**src/design/rse_pkg.sv**
```systemverilog
package rse_pkg;

    localparam int OPCODE_W = 2;
    localparam int VALUE_W  = 32;
    localparam int RAND_W   = 31;
    localparam int STATUS_W = 2;
    localparam int COUNT_W  = 7;
    localparam int DIVCNT_W = $clog2(RAND_W);

    localparam logic [OPCODE_W-1:0] OP_INSERT = 2'd0;
    localparam logic [OPCODE_W-1:0] OP_REMOVE = 2'd1;
    localparam logic [OPCODE_W-1:0] OP_PICK   = 2'd2;

    typedef enum logic [STATUS_W-1:0] {
        ST_DONE    = 2'd0,
        ST_REFUSED = 2'd1,
        ST_FULL    = 2'd2,
        ST_EMPTY   = 2'd3
    } t_status;

    typedef enum logic [1:0] {
        RD_SCAN,
        RD_LAST,
        RD_REM
    } t_rd_sel;

    typedef struct packed {
        logic    load;
        logic    scan_start;
        logic    scan_step;
        t_rd_sel rd_sel;
        logic    wr_append;
        logic    wr_move;
        logic    cnt_inc;
        logic    cnt_dec;
        logic    div_start;
        logic    div_step;
        logic    pick_capture;
        logic    out_load;
        t_status out_status;
    } t_cmd;

    typedef struct packed {
        logic hit;
        logic scan_end;
        logic full;
        logic empty;
        logic div_last;
        logic out_free;
    } t_sts;

endpackage

```
**src/design/rse_in_if.sv**
```systemverilog
interface rse_in_if;
    import rse_pkg::*;

    logic                       valid;
    logic                       ready;
    logic [OPCODE_W-1:0]        opcode;
    logic signed [VALUE_W-1:0]  value;
    logic [RAND_W-1:0]          random_word;

    modport source (output valid, output opcode, output value, output random_word,
                    input ready);
    modport sink (input valid, input opcode, input value, input random_word,
                  output ready);
endinterface

```
**src/design/rse_out_if.sv**
```systemverilog
interface rse_out_if;
    import rse_pkg::*;

    logic                       valid;
    logic                       ready;
    logic [STATUS_W-1:0]        status;
    logic signed [VALUE_W-1:0]  picked_value;
    logic [COUNT_W-1:0]         member_count;

    modport source (output valid, output status, output picked_value,
                    output member_count, input ready);
    modport sink (input valid, input status, input picked_value,
                  input member_count, output ready);
endinterface

```
**src/design/rse_ctrl.sv**
```systemverilog
module rse_ctrl (
    input  logic                          i_clk,
    input  logic                          i_rst_n,
    input  logic                          i_in_valid,
    input  logic [rse_pkg::OPCODE_W-1:0]  i_in_opcode,
    output logic                          o_in_ready,
    input  rse_pkg::t_sts                 i_sts,
    output rse_pkg::t_cmd                 o_cmd
);
    import rse_pkg::*;

    typedef enum logic [2:0] {
        S_IDLE,
        S_SCAN,
        S_MOVE_RD,
        S_MOVE_WR,
        S_DIV,
        S_PICK_RD,
        S_PICK_DATA,
        S_RESULT
    } t_state;

    t_state               r_state, n_state;
    t_status              r_status, n_status;
    logic [OPCODE_W-1:0]  r_op, n_op;

    assign o_in_ready = (r_state == S_IDLE);

    always_comb begin
        n_state  = r_state;
        n_status = r_status;
        n_op     = r_op;
        o_cmd    = '0;
        o_cmd.rd_sel     = RD_SCAN;
        o_cmd.out_status = r_status;
        unique case (r_state)
            S_IDLE: begin
                if (i_in_valid) begin
                    o_cmd.load = 1'b1;
                    n_op       = i_in_opcode;
                    if (i_in_opcode == OP_INSERT || i_in_opcode == OP_REMOVE) begin
                        o_cmd.scan_start = 1'b1;
                        n_state          = S_SCAN;
                    end else if (i_in_opcode == OP_PICK) begin
                        if (i_sts.empty) begin
                            n_status = ST_EMPTY;
                            n_state  = S_RESULT;
                        end else begin
                            o_cmd.div_start = 1'b1;
                            n_state         = S_DIV;
                        end
                    end else begin
                        n_status = ST_REFUSED;
                        n_state  = S_RESULT;
                    end
                end
            end
            S_SCAN: begin
                o_cmd.scan_step = 1'b1;
                if (i_sts.hit) begin
                    if (r_op == OP_INSERT) begin
                        n_status = ST_REFUSED;
                        n_state  = S_RESULT;
                    end else begin
                        n_state = S_MOVE_RD;
                    end
                end else if (i_sts.scan_end) begin
                    n_state = S_RESULT;
                    if (r_op == OP_REMOVE) begin
                        n_status = ST_REFUSED;
                    end else if (i_sts.full) begin
                        n_status = ST_FULL;
                    end else begin
                        o_cmd.wr_append = 1'b1;
                        o_cmd.cnt_inc   = 1'b1;
                        n_status        = ST_DONE;
                    end
                end
            end
            S_MOVE_RD: begin
                o_cmd.rd_sel = RD_LAST;
                n_state      = S_MOVE_WR;
            end
            S_MOVE_WR: begin
                // The last entry fills the freed slot; removing the last entry
                // just rewrites it before the count drops.
                o_cmd.wr_move = 1'b1;
                o_cmd.cnt_dec = 1'b1;
                n_status      = ST_DONE;
                n_state       = S_RESULT;
            end
            S_DIV: begin
                o_cmd.div_step = 1'b1;
                if (i_sts.div_last) begin
                    n_state = S_PICK_RD;
                end
            end
            S_PICK_RD: begin
                o_cmd.rd_sel = RD_REM;
                n_state      = S_PICK_DATA;
            end
            S_PICK_DATA: begin
                o_cmd.pick_capture = 1'b1;
                n_status           = ST_DONE;
                n_state            = S_RESULT;
            end
            S_RESULT: begin
                if (i_sts.out_free) begin
                    o_cmd.out_load = 1'b1;
                    n_state        = S_IDLE;
                end
            end
            default: begin
                n_state = S_IDLE;
            end
        endcase
    end

    always_ff @(posedge i_clk) begin
        if (!i_rst_n) begin
            r_state  <= S_IDLE;
            r_status <= ST_DONE;
        end else begin
            r_state  <= n_state;
            r_status <= n_status;
        end
        r_op <= n_op;
    end

endmodule

```
**src/design/rse_datapath.sv**
```systemverilog
module rse_datapath #(
    parameter int CAPACITY = 64
) (
    input  logic                                i_clk,
    input  logic                                i_rst_n,
    input  rse_pkg::t_cmd                       i_cmd,
    output rse_pkg::t_sts                       o_sts,
    input  logic signed [rse_pkg::VALUE_W-1:0]  i_value,
    input  logic [rse_pkg::RAND_W-1:0]          i_random_word,
    output logic                                o_out_valid,
    input  logic                                i_out_ready,
    output logic [rse_pkg::STATUS_W-1:0]        o_status,
    output logic signed [rse_pkg::VALUE_W-1:0]  o_picked_value,
    output logic [rse_pkg::COUNT_W-1:0]         o_member_count
);
    import rse_pkg::*;

    localparam int AW = $clog2(CAPACITY);
    localparam int CW = $clog2(CAPACITY + 1);

    logic [VALUE_W-1:0]   r_mem [CAPACITY];
    logic [VALUE_W-1:0]   r_rd_data;
    logic [AW-1:0]        rd_addr;
    logic                 wr_en;
    logic [AW-1:0]        wr_addr;
    logic [VALUE_W-1:0]   wr_data;

    logic [CW-1:0]        r_count;
    logic [VALUE_W-1:0]   r_value;
    logic [CW-1:0]        r_idx;
    logic                 r_cmp_valid;
    logic [AW-1:0]        r_cmp_addr;
    logic [AW-1:0]        r_slot;
    logic                 issue;

    logic [CW-1:0]        r_rem;
    logic [RAND_W-1:0]    r_dvd;
    logic [DIVCNT_W-1:0]  r_div_cnt;
    logic [CW:0]          rem_shift;
    logic [CW:0]          rem_diff;
    logic                 rem_ge;

    logic [VALUE_W-1:0]   r_pick;
    logic                 r_out_valid;
    logic [STATUS_W-1:0]  r_out_status;
    logic [VALUE_W-1:0]   r_out_pick;
    logic [CW-1:0]        r_out_count;
    logic [CW+COUNT_W-1:0] count_ext;

    assign issue = (r_idx < r_count);

    assign o_sts.hit      = r_cmp_valid && (r_rd_data == r_value);
    assign o_sts.scan_end = !r_cmp_valid && !issue;
    assign o_sts.full     = (r_count == CW'(CAPACITY));
    assign o_sts.empty    = (r_count == '0);
    assign o_sts.div_last = (r_div_cnt == '0);
    assign o_sts.out_free = !r_out_valid || i_out_ready;

    always_comb begin
        unique case (i_cmd.rd_sel)
            RD_SCAN: rd_addr = r_idx[AW-1:0];
            RD_LAST: rd_addr = AW'(r_count - CW'(1));
            RD_REM:  rd_addr = r_rem[AW-1:0];
            default: rd_addr = r_idx[AW-1:0];
        endcase
    end

    always_comb begin
        wr_en   = i_cmd.wr_append || i_cmd.wr_move;
        wr_addr = i_cmd.wr_move ? r_slot : r_count[AW-1:0];
        wr_data = i_cmd.wr_move ? r_rd_data : r_value;
    end

    always_ff @(posedge i_clk) begin
        if (wr_en) begin
            r_mem[wr_addr] <= wr_data;
        end
        r_rd_data <= r_mem[rd_addr];
    end

    // Restoring division: one quotient bit per cycle, only the remainder is kept.
    assign rem_shift = {r_rem, r_dvd[RAND_W-1]};
    assign rem_diff  = rem_shift - {1'b0, r_count};
    assign rem_ge    = (rem_shift >= {1'b0, r_count});

    always_ff @(posedge i_clk) begin
        if (i_cmd.load) begin
            r_value <= i_value;
            r_pick  <= '0;
        end
        if (i_cmd.pick_capture) begin
            r_pick <= r_rd_data;
        end
        if (i_cmd.div_start) begin
            r_rem     <= '0;
            r_dvd     <= i_random_word;
            r_div_cnt <= DIVCNT_W'(RAND_W - 1);
        end else if (i_cmd.div_step) begin
            r_rem     <= rem_ge ? rem_diff[CW-1:0] : rem_shift[CW-1:0];
            r_dvd     <= {r_dvd[RAND_W-2:0], 1'b0};
            r_div_cnt <= r_div_cnt - DIVCNT_W'(1);
        end
        if (i_cmd.scan_step && o_sts.hit) begin
            r_slot <= r_cmp_addr;
        end
        if (i_cmd.scan_step) begin
            r_cmp_addr <= r_idx[AW-1:0];
        end
        if (i_cmd.out_load) begin
            r_out_status <= i_cmd.out_status;
            r_out_pick   <= r_pick;
            r_out_count  <= r_count;
        end
    end

    always_ff @(posedge i_clk) begin
        if (!i_rst_n) begin
            r_count     <= '0;
            r_idx       <= '0;
            r_cmp_valid <= 1'b0;
            r_out_valid <= 1'b0;
        end else begin
            if (i_cmd.cnt_inc) begin
                r_count <= r_count + CW'(1);
            end else if (i_cmd.cnt_dec) begin
                r_count <= r_count - CW'(1);
            end
            if (i_cmd.scan_start) begin
                r_idx       <= '0;
                r_cmp_valid <= 1'b0;
            end else if (i_cmd.scan_step) begin
                // The compare acts in the cycle after its read address is issued.
                if (issue) begin
                    r_idx <= r_idx + CW'(1);
                end
                r_cmp_valid <= issue;
            end
            if (i_cmd.out_load) begin
                r_out_valid <= 1'b1;
            end else if (i_out_ready) begin
                r_out_valid <= 1'b0;
            end
        end
    end

    assign count_ext      = {{COUNT_W{1'b0}}, r_out_count};
    assign o_out_valid    = r_out_valid;
    assign o_status       = r_out_status;
    assign o_picked_value = r_out_pick;
    assign o_member_count = count_ext[COUNT_W-1:0];

endmodule

```
**src/design/randomized_set_engine_core.sv**
```systemverilog
// Randomized set engine: a set of distinct signed 32-bit values held in a dense
// store of up to CAPACITY entries, with a live member count.
// i_req carries one word per operation: opcode (insert, remove, pick), value
// and random_word. o_rsp returns one word per request: status, picked_value
// (zero unless a pick succeeds) and member_count after the operation.
// Both channels complete a transfer on a clock edge with valid and ready high.
// Requests are processed one at a time; i_req.ready is high while the engine
// waits for a request.
// Insert and remove scan the occupied entries through the store's registered
// read port, one entry per cycle; a remove that hits then moves the last entry
// into the freed slot. Pick reduces random_word modulo the count with a
// bit-serial divider over all 31 bits of random_word and then reads the store.
// The result sits in an output register; a stalled receiver holds it, and the
// engine may take the next request meanwhile but waits to deliver its result.
// Synchronous reset empties the set; stored entries are not cleared, since
// only entries below the count are ever used.
module randomized_set_engine_core #(
    parameter int CAPACITY = 64
) (
    input  logic   i_clk,
    input  logic   i_rst_n,
    rse_in_if.sink i_req,
    rse_out_if.source o_rsp
);
    import rse_pkg::*;

    t_cmd cmd;
    t_sts sts;

    rse_ctrl u_ctrl (
        .i_clk       (i_clk),
        .i_rst_n     (i_rst_n),
        .i_in_valid  (i_req.valid),
        .i_in_opcode (i_req.opcode),
        .o_in_ready  (i_req.ready),
        .i_sts       (sts),
        .o_cmd       (cmd)
    );

    rse_datapath #(
        .CAPACITY (CAPACITY)
    ) u_datapath (
        .i_clk          (i_clk),
        .i_rst_n        (i_rst_n),
        .i_cmd          (cmd),
        .o_sts          (sts),
        .i_value        (i_req.value),
        .i_random_word  (i_req.random_word),
        .o_out_valid    (o_rsp.valid),
        .i_out_ready    (o_rsp.ready),
        .o_status       (o_rsp.status),
        .o_picked_value (o_rsp.picked_value),
        .o_member_count (o_rsp.member_count)
    );

endmodule

```
**src/flat_wrapper.sv**
```systemverilog
// flat-port wrapper written by rule: the top's interface ports become plain ports
module randomized_set_engine_core_flat import rse_pkg::*;
#(
    parameter int CAPACITY = 64
)
  (i_clk, i_rst_n, i_req_valid, i_req_opcode, i_req_value, i_req_random_word, i_req_ready, o_rsp_valid, o_rsp_status, o_rsp_picked_value, o_rsp_member_count, o_rsp_ready);
  rse_in_if i_req_i ();
  rse_out_if o_rsp_i ();
  input  logic i_clk;
  input  logic i_rst_n;
  input wire logic [$bits(i_req_i.valid)-1:0] i_req_valid;
  input wire logic [$bits(i_req_i.opcode)-1:0] i_req_opcode;
  input wire logic [$bits(i_req_i.value)-1:0] i_req_value;
  input wire logic [$bits(i_req_i.random_word)-1:0] i_req_random_word;
  output wire logic [$bits(i_req_i.ready)-1:0] i_req_ready;
  output wire logic [$bits(o_rsp_i.valid)-1:0] o_rsp_valid;
  output wire logic [$bits(o_rsp_i.status)-1:0] o_rsp_status;
  output wire logic [$bits(o_rsp_i.picked_value)-1:0] o_rsp_picked_value;
  output wire logic [$bits(o_rsp_i.member_count)-1:0] o_rsp_member_count;
  input wire logic [$bits(o_rsp_i.ready)-1:0] o_rsp_ready;
  assign i_req_i.valid = i_req_valid;
  assign i_req_i.opcode = i_req_opcode;
  assign i_req_i.value = i_req_value;
  assign i_req_i.random_word = i_req_random_word;
  assign i_req_ready = i_req_i.ready;
  assign o_rsp_valid = o_rsp_i.valid;
  assign o_rsp_status = o_rsp_i.status;
  assign o_rsp_picked_value = o_rsp_i.picked_value;
  assign o_rsp_member_count = o_rsp_i.member_count;
  assign o_rsp_i.ready = o_rsp_ready;
  randomized_set_engine_core #(.CAPACITY(CAPACITY)) u_core (.i_clk(i_clk), .i_rst_n(i_rst_n), .i_req(i_req_i), .o_rsp(o_rsp_i));
endmodule
```
**config.mk**
```make
export PLATFORM = sky130hd
export DESIGN_NAME = randomized_set_engine_core_flat
export DESIGN_NICKNAME = d
export VERILOG_FILES = /design/src/design/rse_pkg.sv /design/src/design/rse_in_if.sv /design/src/design/rse_out_if.sv /design/src/design/rse_ctrl.sv /design/src/design/rse_datapath.sv /design/src/design/randomized_set_engine_core.sv /design/src/flat_wrapper.sv
export SDC_FILE = /design/constraint.sdc
export NUM_CORES = 2
export LEC_CHECK = 0
export ABC_CLOCK_PERIOD_IN_PS = 12380
export BUFFER_PORTS_ARGS = -buffer_cell sky130_fd_sc_hd__buf_2
export CORE_MARGIN = 5
export CORE_UTILIZATION = 55
export CTS_CLUSTER_DIAMETER = 80
export DETAILED_ROUTE_END_ITERATION = 7
export PLACE_DENSITY_LB_ADDON = 0.1
export SETUP_SLACK_MARGIN = 0.1
export SLEW_MARGIN = 20
export SYNTH_ARGS = -nofsm -noshare
export SYNTH_HDL_FRONTEND = slang
export SYNTH_SLANG_ARGS = --single-unit
```
**constraint.sdc**
```tcl
create_clock -name i_clk -period 12.38 [get_ports i_clk]
set_clock_uncertainty 0.2 [all_clocks]
set_input_delay 2.476 -clock i_clk [delete_from_list [all_inputs] [get_ports i_clk]]
set_output_delay 2.476 -clock i_clk [all_outputs]
set_load 0.01 [all_outputs]
```
### After elaboration in Yosys (flattened, before gate mapping)

Memories as Yosys holds them, arrays and structs flattened. A register that Yosys moved wholly into a read port is not among the register bits.
Index checks and enable logic that the tools add are counted.

* register bits: 183
* latch bits: 0
* bits in writable memories: 2048
* memory bits (read-only): 0
* bits of input ports: 69
* output and inout port bits: 43
* word-level logic and storage cells: 126
* memories: 1

Memory list
* u_core.u_datapath.r_mem: words 64, bits a word 32, read ports 1, clocked after memory_dff 1, write ports 1, RTL line rse_datapath.sv:21 `logic [VALUE_W-1:0] r_mem [CAPACITY];`

* add/sub/neg operators: 5
* $mul: 0
* divide/modulo/power cells: 0
* $lt $le $gt $ge: 2
* equality and inequality tests: 21
* shift operators: 0
* muxes and demuxes: 54
* bitwise logic cells: 1
* reduce and logical (&&, ||, !) cells: 25

Operator list (count)
* two-way mux 32 bit: 3
* two-way mux 31 bit: 2
* equality test 32 bit: 1
* two-way mux 2 bit: 12
* two-way mux 3 bit: 8
* two-way mux 1 bit: 21
* two-way mux 7 bit: 3
* one-hot mux 3 bit (7 select lines): 1
* adder 7 x 1 -> 7 bit, second input constant: 2
* equality test 3 bit, second input constant: 4
* one-hot mux 6 bit (2 select lines): 1
* >= comparator 8 x 7 -> 1 bit: 1
* nonzero test 2 bit: 4
* equality test 7 bit, second input constant: 1
* zero test 7 bit: 1
* less-than comparator 7 bit: 1
* subtractor 7 x 1 -> 7 bit, second input constant: 1
* subtractor 7 bit: 1
* equality test 2 x 1 -> 1 bit, second input constant: 3
* equality test 3 x 2 -> 1 bit, second input constant: 2
* two-way mux 6 bit: 1
* inequality test 3 x 2 -> 1 bit, second input constant: 2
* one-hot mux 2 bit (3 select lines): 1
* AND reduction 6 bit: 1
* 18 further kinds: 30

### Logic depth before layout (Yosys ltp)

* depth in word-level cells: 9
* gate-level depth with buffers: 15
* gate-level depth less buffers: 11

### Modules after synthesis

Synthesis repeated with hierarchy kept, for this count alone.

* cells, all modules: 4166
* area, all modules: 87591.5 um2

Modules (own cells, without submodules)
* rse_datapath: instances 1, cells each 4096, area an instance 87021.0 um2, sequential area each 67144.4 um2
* rse_ctrl: instances 1, cells each 70, area an instance 570.5 um2, sequential area each 160.2 um2

### Worst setup path before layout

No wires, ideal clock.

* kind: input to register
* from: in o_rsp_ready
* to: reg u_core.u_datapath.r_out_count[0] (netlist: u_core.u_datapath.o_member_count[0]), enable pin
* setup time: 0.441 ns
* data arrival time: 4.311 ns
* required time: 11.739 ns
* slack: 7.428 ns
* cell stages on the path: 2
* buffers on the path: 0
* cell sequence: nor2b_1 > nor2_1

RTL lines
* start: declaration: RTL line flat_wrapper.sv:20 `input wire logic [$bits(o_rsp_i.ready)-1:0] o_rsp_ready;`
* end signal: assignment: RTL line rse_datapath.sv:112 `r_out_count <= r_count;`
* end: declaration: RTL line rse_datapath.sv:47 `logic [CW-1:0] r_out_count;`

### Worst setup path in the final report

* from: reg u_core.u_ctrl.r_state[2]
* to: reg u_core.u_datapath.r_rd_data[5] (read register of u_core.u_datapath.r_mem)

* cells in the longest elaborated chain, start to end: 4
* elaborated cells on any way between the ends: 6
* those cells by class: eq/ne: 4; mux: 2

Ends and longest elaborated chain
* start: declaration: RTL line rse_ctrl.sv:23 `t_state r_state, n_state;`
* start signal: assignment: RTL line rse_ctrl.sv:124 `r_state <= n_state;`
* equality test 3 bit or equality test 3 x 2 -> 1 bit (tied branches): RTL line rse_ctrl.sv:36 `unique case (r_state)`
* one-hot mux 2 bit (2 select lines) *: RTL line rse_ctrl.sv:36
* equality test 2 bit or equality test 2 x 1 -> 1 bit (tied branches): RTL line rse_datapath.sv:60 `unique case (i_cmd.rd_sel)`
* one-hot mux 6 bit (2 select lines) *: RTL line rse_datapath.sv:60
* end: declaration: RTL line rse_datapath.sv:22 `logic [VALUE_W-1:0] r_rd_data;`

Mark *: on every way between the ends. The rest lies on a longest branch, timed or not.
A chain may end at the register's enable or synchronous reset.

==> flow_summary.json <==
{
  "start_kind": "flop",
  "synth_nets": 5770,
  "cts_setup_buffers": 0,
  "final_antenna_net_count": 0,
  "yosys.area.top_type": "edfxtp_1",
  "yosys.area.top_type_share_pct": 74.9,
  "worstPathArrival_ps": 6650,
  "vias": 52951,
  "synth_flop_cell": "edfxtp_1",
  "cp_max_fo": 57,
  "finalCritPeriodShare_pct": 49.3,
  "crit_family": "compound AO/OA/AOI/OAI gates",
  "r2r_cells": 9,
  "clkSlewWorstSetupHoldPaths_ps": 70,
  "rsz0062_at_grt": "no",
  "cpMostUsedCell": "buf_4",
  "synthCells": 5683,
  "cts-hold-fix-buffers": 0,
  "post-dp-hpwl_um": 158000,
  "max_cap_violations": 0,
  "fmax_mhz": 164,
  "setup_tns_ps": 0,
  "grt_overflow": 0,
  "clock_latency_ps": 890,
  "htree_levels": 4,
  "p_per_area_mw_per_mm2": 252,
  "worstHoldStart": "u_core.u_datapath.r_pick[19]",
  "antenna_found_initial": 37,
  "layout_commonest_cell": "edfxtp_1",
  "io_buffer_count": 111,
  "numCtsBuffers": 220,
  "cp.required_ps": 12930,
  "finalSetupViolCount": 0,
  "track_usage_pct": 32.3,
  "place_ws_ps": 6310,
  "p_leak_nw": 33.0,
  "gp_congestion": 0.920,
  "crit_chain": "nand3b_1, a32oi_2, and2_4, buf_4, buf_4, mux4_2, a221oi_1, o22ai_1, or3_1",
  "cts_root_buffer": "clkbuf_16",
  "rr_endpoint": "u_core.u_datapath.r_rd_data[5]",
  "finalMaxSlewViolations": 0,
  "period_minus_slack_ps": 6110,
  "route.detailed.wl_per_inst_um": 33.6,
  "grt_pass1_vias": 49907,
  "yosysWarnings": 0,
  "crit_buf_inv": 2,
  "final.fill_count": 11503,
  "max_slew_margin_pct": 17.3,
  "critical_path_class": "reg -> reg",
  "vias_per_cell": 6.52,
  "critPathMaxStageDelay_ps": 920,
  "synth.distinct_cells": 82,
  "rows": 146,
  "start_util_pct": 55.5,
  "grt_pass1_wl_um": 382000,
  "drive_above_1_share_pct": 15.0,
  "crit_end": "u_core.u_datapath.r_rd_data[5]",
  "fp.dieH_um": 410,
  "synthToLayoutAreaGrowth_pct": 12.4,
  "fin_ws_ps": 6270,
  "cp_slowest_cell": "dfxtp_2",
  "cts_buffer_depth": 3,
  "startpoint": "u_core.u_ctrl.r_state[2]",
  "finalHoldViolCount": 0,
  "drc": 0,
  "dieArea_mm2": 0.168,
  "syn_area_mm2": 0.0881,
  "firstDrtPassIters": 5,
  "ys_ff_latch": 2263,
  "crit_cells": 9,
  "worstReg2RegStart": "u_core.u_ctrl.r_state[2]",
  "final_cell_mix": "edfxtp_1 (2198), nand2_1 (1319), nand3_1 (441), clkbuf_16 (220), mux2i_1 (162)",
  "cts_resized": 0,
  "holdCritPathClass": "reg -> reg",
  "final_nets": 5935,
  "async_reset_ff_share_pct": 0,
  "die_w_um": 410,
  "tightest_slew_ps": 1230,
  "grt_max_degree": 137,
  "initialDrtViolationCount": 8439,
  "run_status": "completed",
  "cts.sinks": 2263,
  "boundaryPins": 112,
  "yosysSeqAreaShare_pct": 76.4,
  "synth_area_per_cell_um2": 15.5,
  "synth_edf_count": 2198,
  "end_kind": "flop",
  "regToRegSetupSlack_ps": 6270,
  "routed_wl_um": 273000,
  "peakVddDrop_uv": 241,
  "synthTopCellsByArea": "edfxtp_1 (75%), nand2_1 (5.8%), mux4_2 (4.1%)",
  "core_mm2": 0.159,
  "cts_tree": "yes"
}
-- cell usage after synthesis, types with 7 or more instances --
| cell type | n |
|---|---|
| o31ai_1 | 9 |
| dfxtp_1 | 65 |
| a31oi_1 | 103 |
| ha_1 | 17 |
| nand3_1 | 441 |
| buf_2 | 107 |
| a32oi_1 | 75 |
| nor2_1 | 112 |
| a22oi_1 | 10 |
| a21o_1 | 9 |
| buf_1 | 37 |
| o21ai_0 | 44 |
| nor2b_1 | 7 |
| nor3_1 | 10 |
| mux2i_1 | 162 |
| xnor2_1 | 42 |
| nand2b_1 | 13 |
| nand4_1 | 145 |
| buf_6 | 21 |
| clkbuf_1 | 129 |
| or3_1 | 16 |
| o2111ai_1 | 9 |
| a211oi_1 | 10 |
| a21oi_1 | 53 |
| buf_4 | 28 |
| and3_1 | 73 |
| mux4_2 | 161 |
| and4_1 | 13 |
| or4_1 | 7 |
| nand2_1 | 1353 |
| a221oi_1 | 53 |
| xor2_1 | 9 |
| edfxtp_1 | 2198 |
| o211ai_1 | 20 |
| inv_1 | 23 |
-- per-stage QoR --
step | hold slack [ps] | cells | cell area (um2) | power, mW | util [%]
2_1_floorplan | 200 | 5683 | 88100 | 14.9 | -
3_3_place_gp | 203 | 7694 | 91500 | 18.1 | 57.7
3_5_place_dp | 205 | 7697 | 91600 | 18.1 | 57.7
4_1_cts | 219 | 8116 | 98900 | 24.8 | 62.3
5_1_grt | 229 | 8119 | 99000 | 25.8 | 62.4
6_report | 218 | 8127 | 99000 | 25.0 | 62.4
-- worst reg2reg max path, delay by kind of cell, from the launching register on --
kind / cells / cell delay, ps
AND/OR/NAND/NOR: 3 / 1300
buffers and inverters: 2 / 1400
AO/OA/AOI/OAI: 3 / 1570
flip-flops: 1 / 920
multiplexers: 1 / 630
-- power by group --
group	internal (mW)	switching, mW
logic	2.30	6.04
clock network	3.85	2.94
registers	9.46	0.382
total	15.6	9.36
-- per-layer routing --
layer / up-vias / track usage (%) / share of wire [%]
met3: 603 / 9.89 / 13
met1: 26799 / 44.2 / 37
li1: 22090 / - / -
met5: - / 0 / 0.10
met4: 22 / 15.3 / 5.5
met2: 3437 / 47.8 / 44
-- cell type report --
type	instances	area [um2]	share of cell area, %
inverters	25	93.8	0.0948
clock inverters	145	1560	1.57
multi-input cells	3069	19700	19.9
repair buffers	269	1870	1.89
flip-flops and latches	2263	67300	68.0
clock buffers	274	5810	5.87
diodes	10	25.0	0.0253
well taps	2072	2590	2.62
-- how the worst min path moves through the flow --
| stage | endpoint | slack [ps] | depth (start not counted) |
|---|---|---|---|
| 3_3_place_gp | u_core.u_datapath.o_picked_value[28] | 200 | 0 |
| 4_1_cts | u_core.u_datapath.o_picked_value[21] | 220 | 0 |
| 3_5_place_dp | u_core.u_datapath.o_picked_value[21] | 200 | 0 |
| 2_1_floorplan | u_core.u_datapath.o_picked_value[0] | 200 | 0 |
| 5_1_grt | u_core.u_datapath.o_picked_value[14] | 230 | 0 |
| 6_report | u_core.u_datapath.o_picked_value[19] | 220 | 0 |
-- cell families after synthesis --
family / count (synthesis) / share of synthesized area [%]
flip-flops: 2263 / 76.4
AND/OR/NAND/NOR: 2228 / 11.1
AO/OA/AOI/OAI: 446 / 3.67
buffers and inverters: 351 / 2.01
multiplexers: 326 / 6.00
XOR/XNOR: 51 / 0.507
adder cells (fa/ha/maj): 18 / 0.264
-- state kept, by name, summed over array words and instances, names as in the netlist --
name	count
u_core.u_ctrl.r_op	2
u_core.u_ctrl.r_state	3
u_core.u_ctrl.r_status	2
u_core.u_datapath.o_member_count	7
u_core.u_datapath.o_out_valid	1
u_core.u_datapath.o_picked_value	32
u_core.u_datapath.o_status	2
u_core.u_datapath.r_cmp_addr	6
u_core.u_datapath.r_cmp_valid	1
u_core.u_datapath.r_count	7
u_core.u_datapath.r_div_cnt	5
u_core.u_datapath.r_dvd	31
u_core.u_datapath.r_idx	7
u_core.u_datapath.r_mem	2048
u_core.u_datapath.r_pick	32
u_core.u_datapath.r_rd_data	32
u_core.u_datapath.r_rem	7
u_core.u_datapath.r_slot	6
u_core.u_datapath.r_value	32
Note: power is estimated with default switching activity, not from simulation.
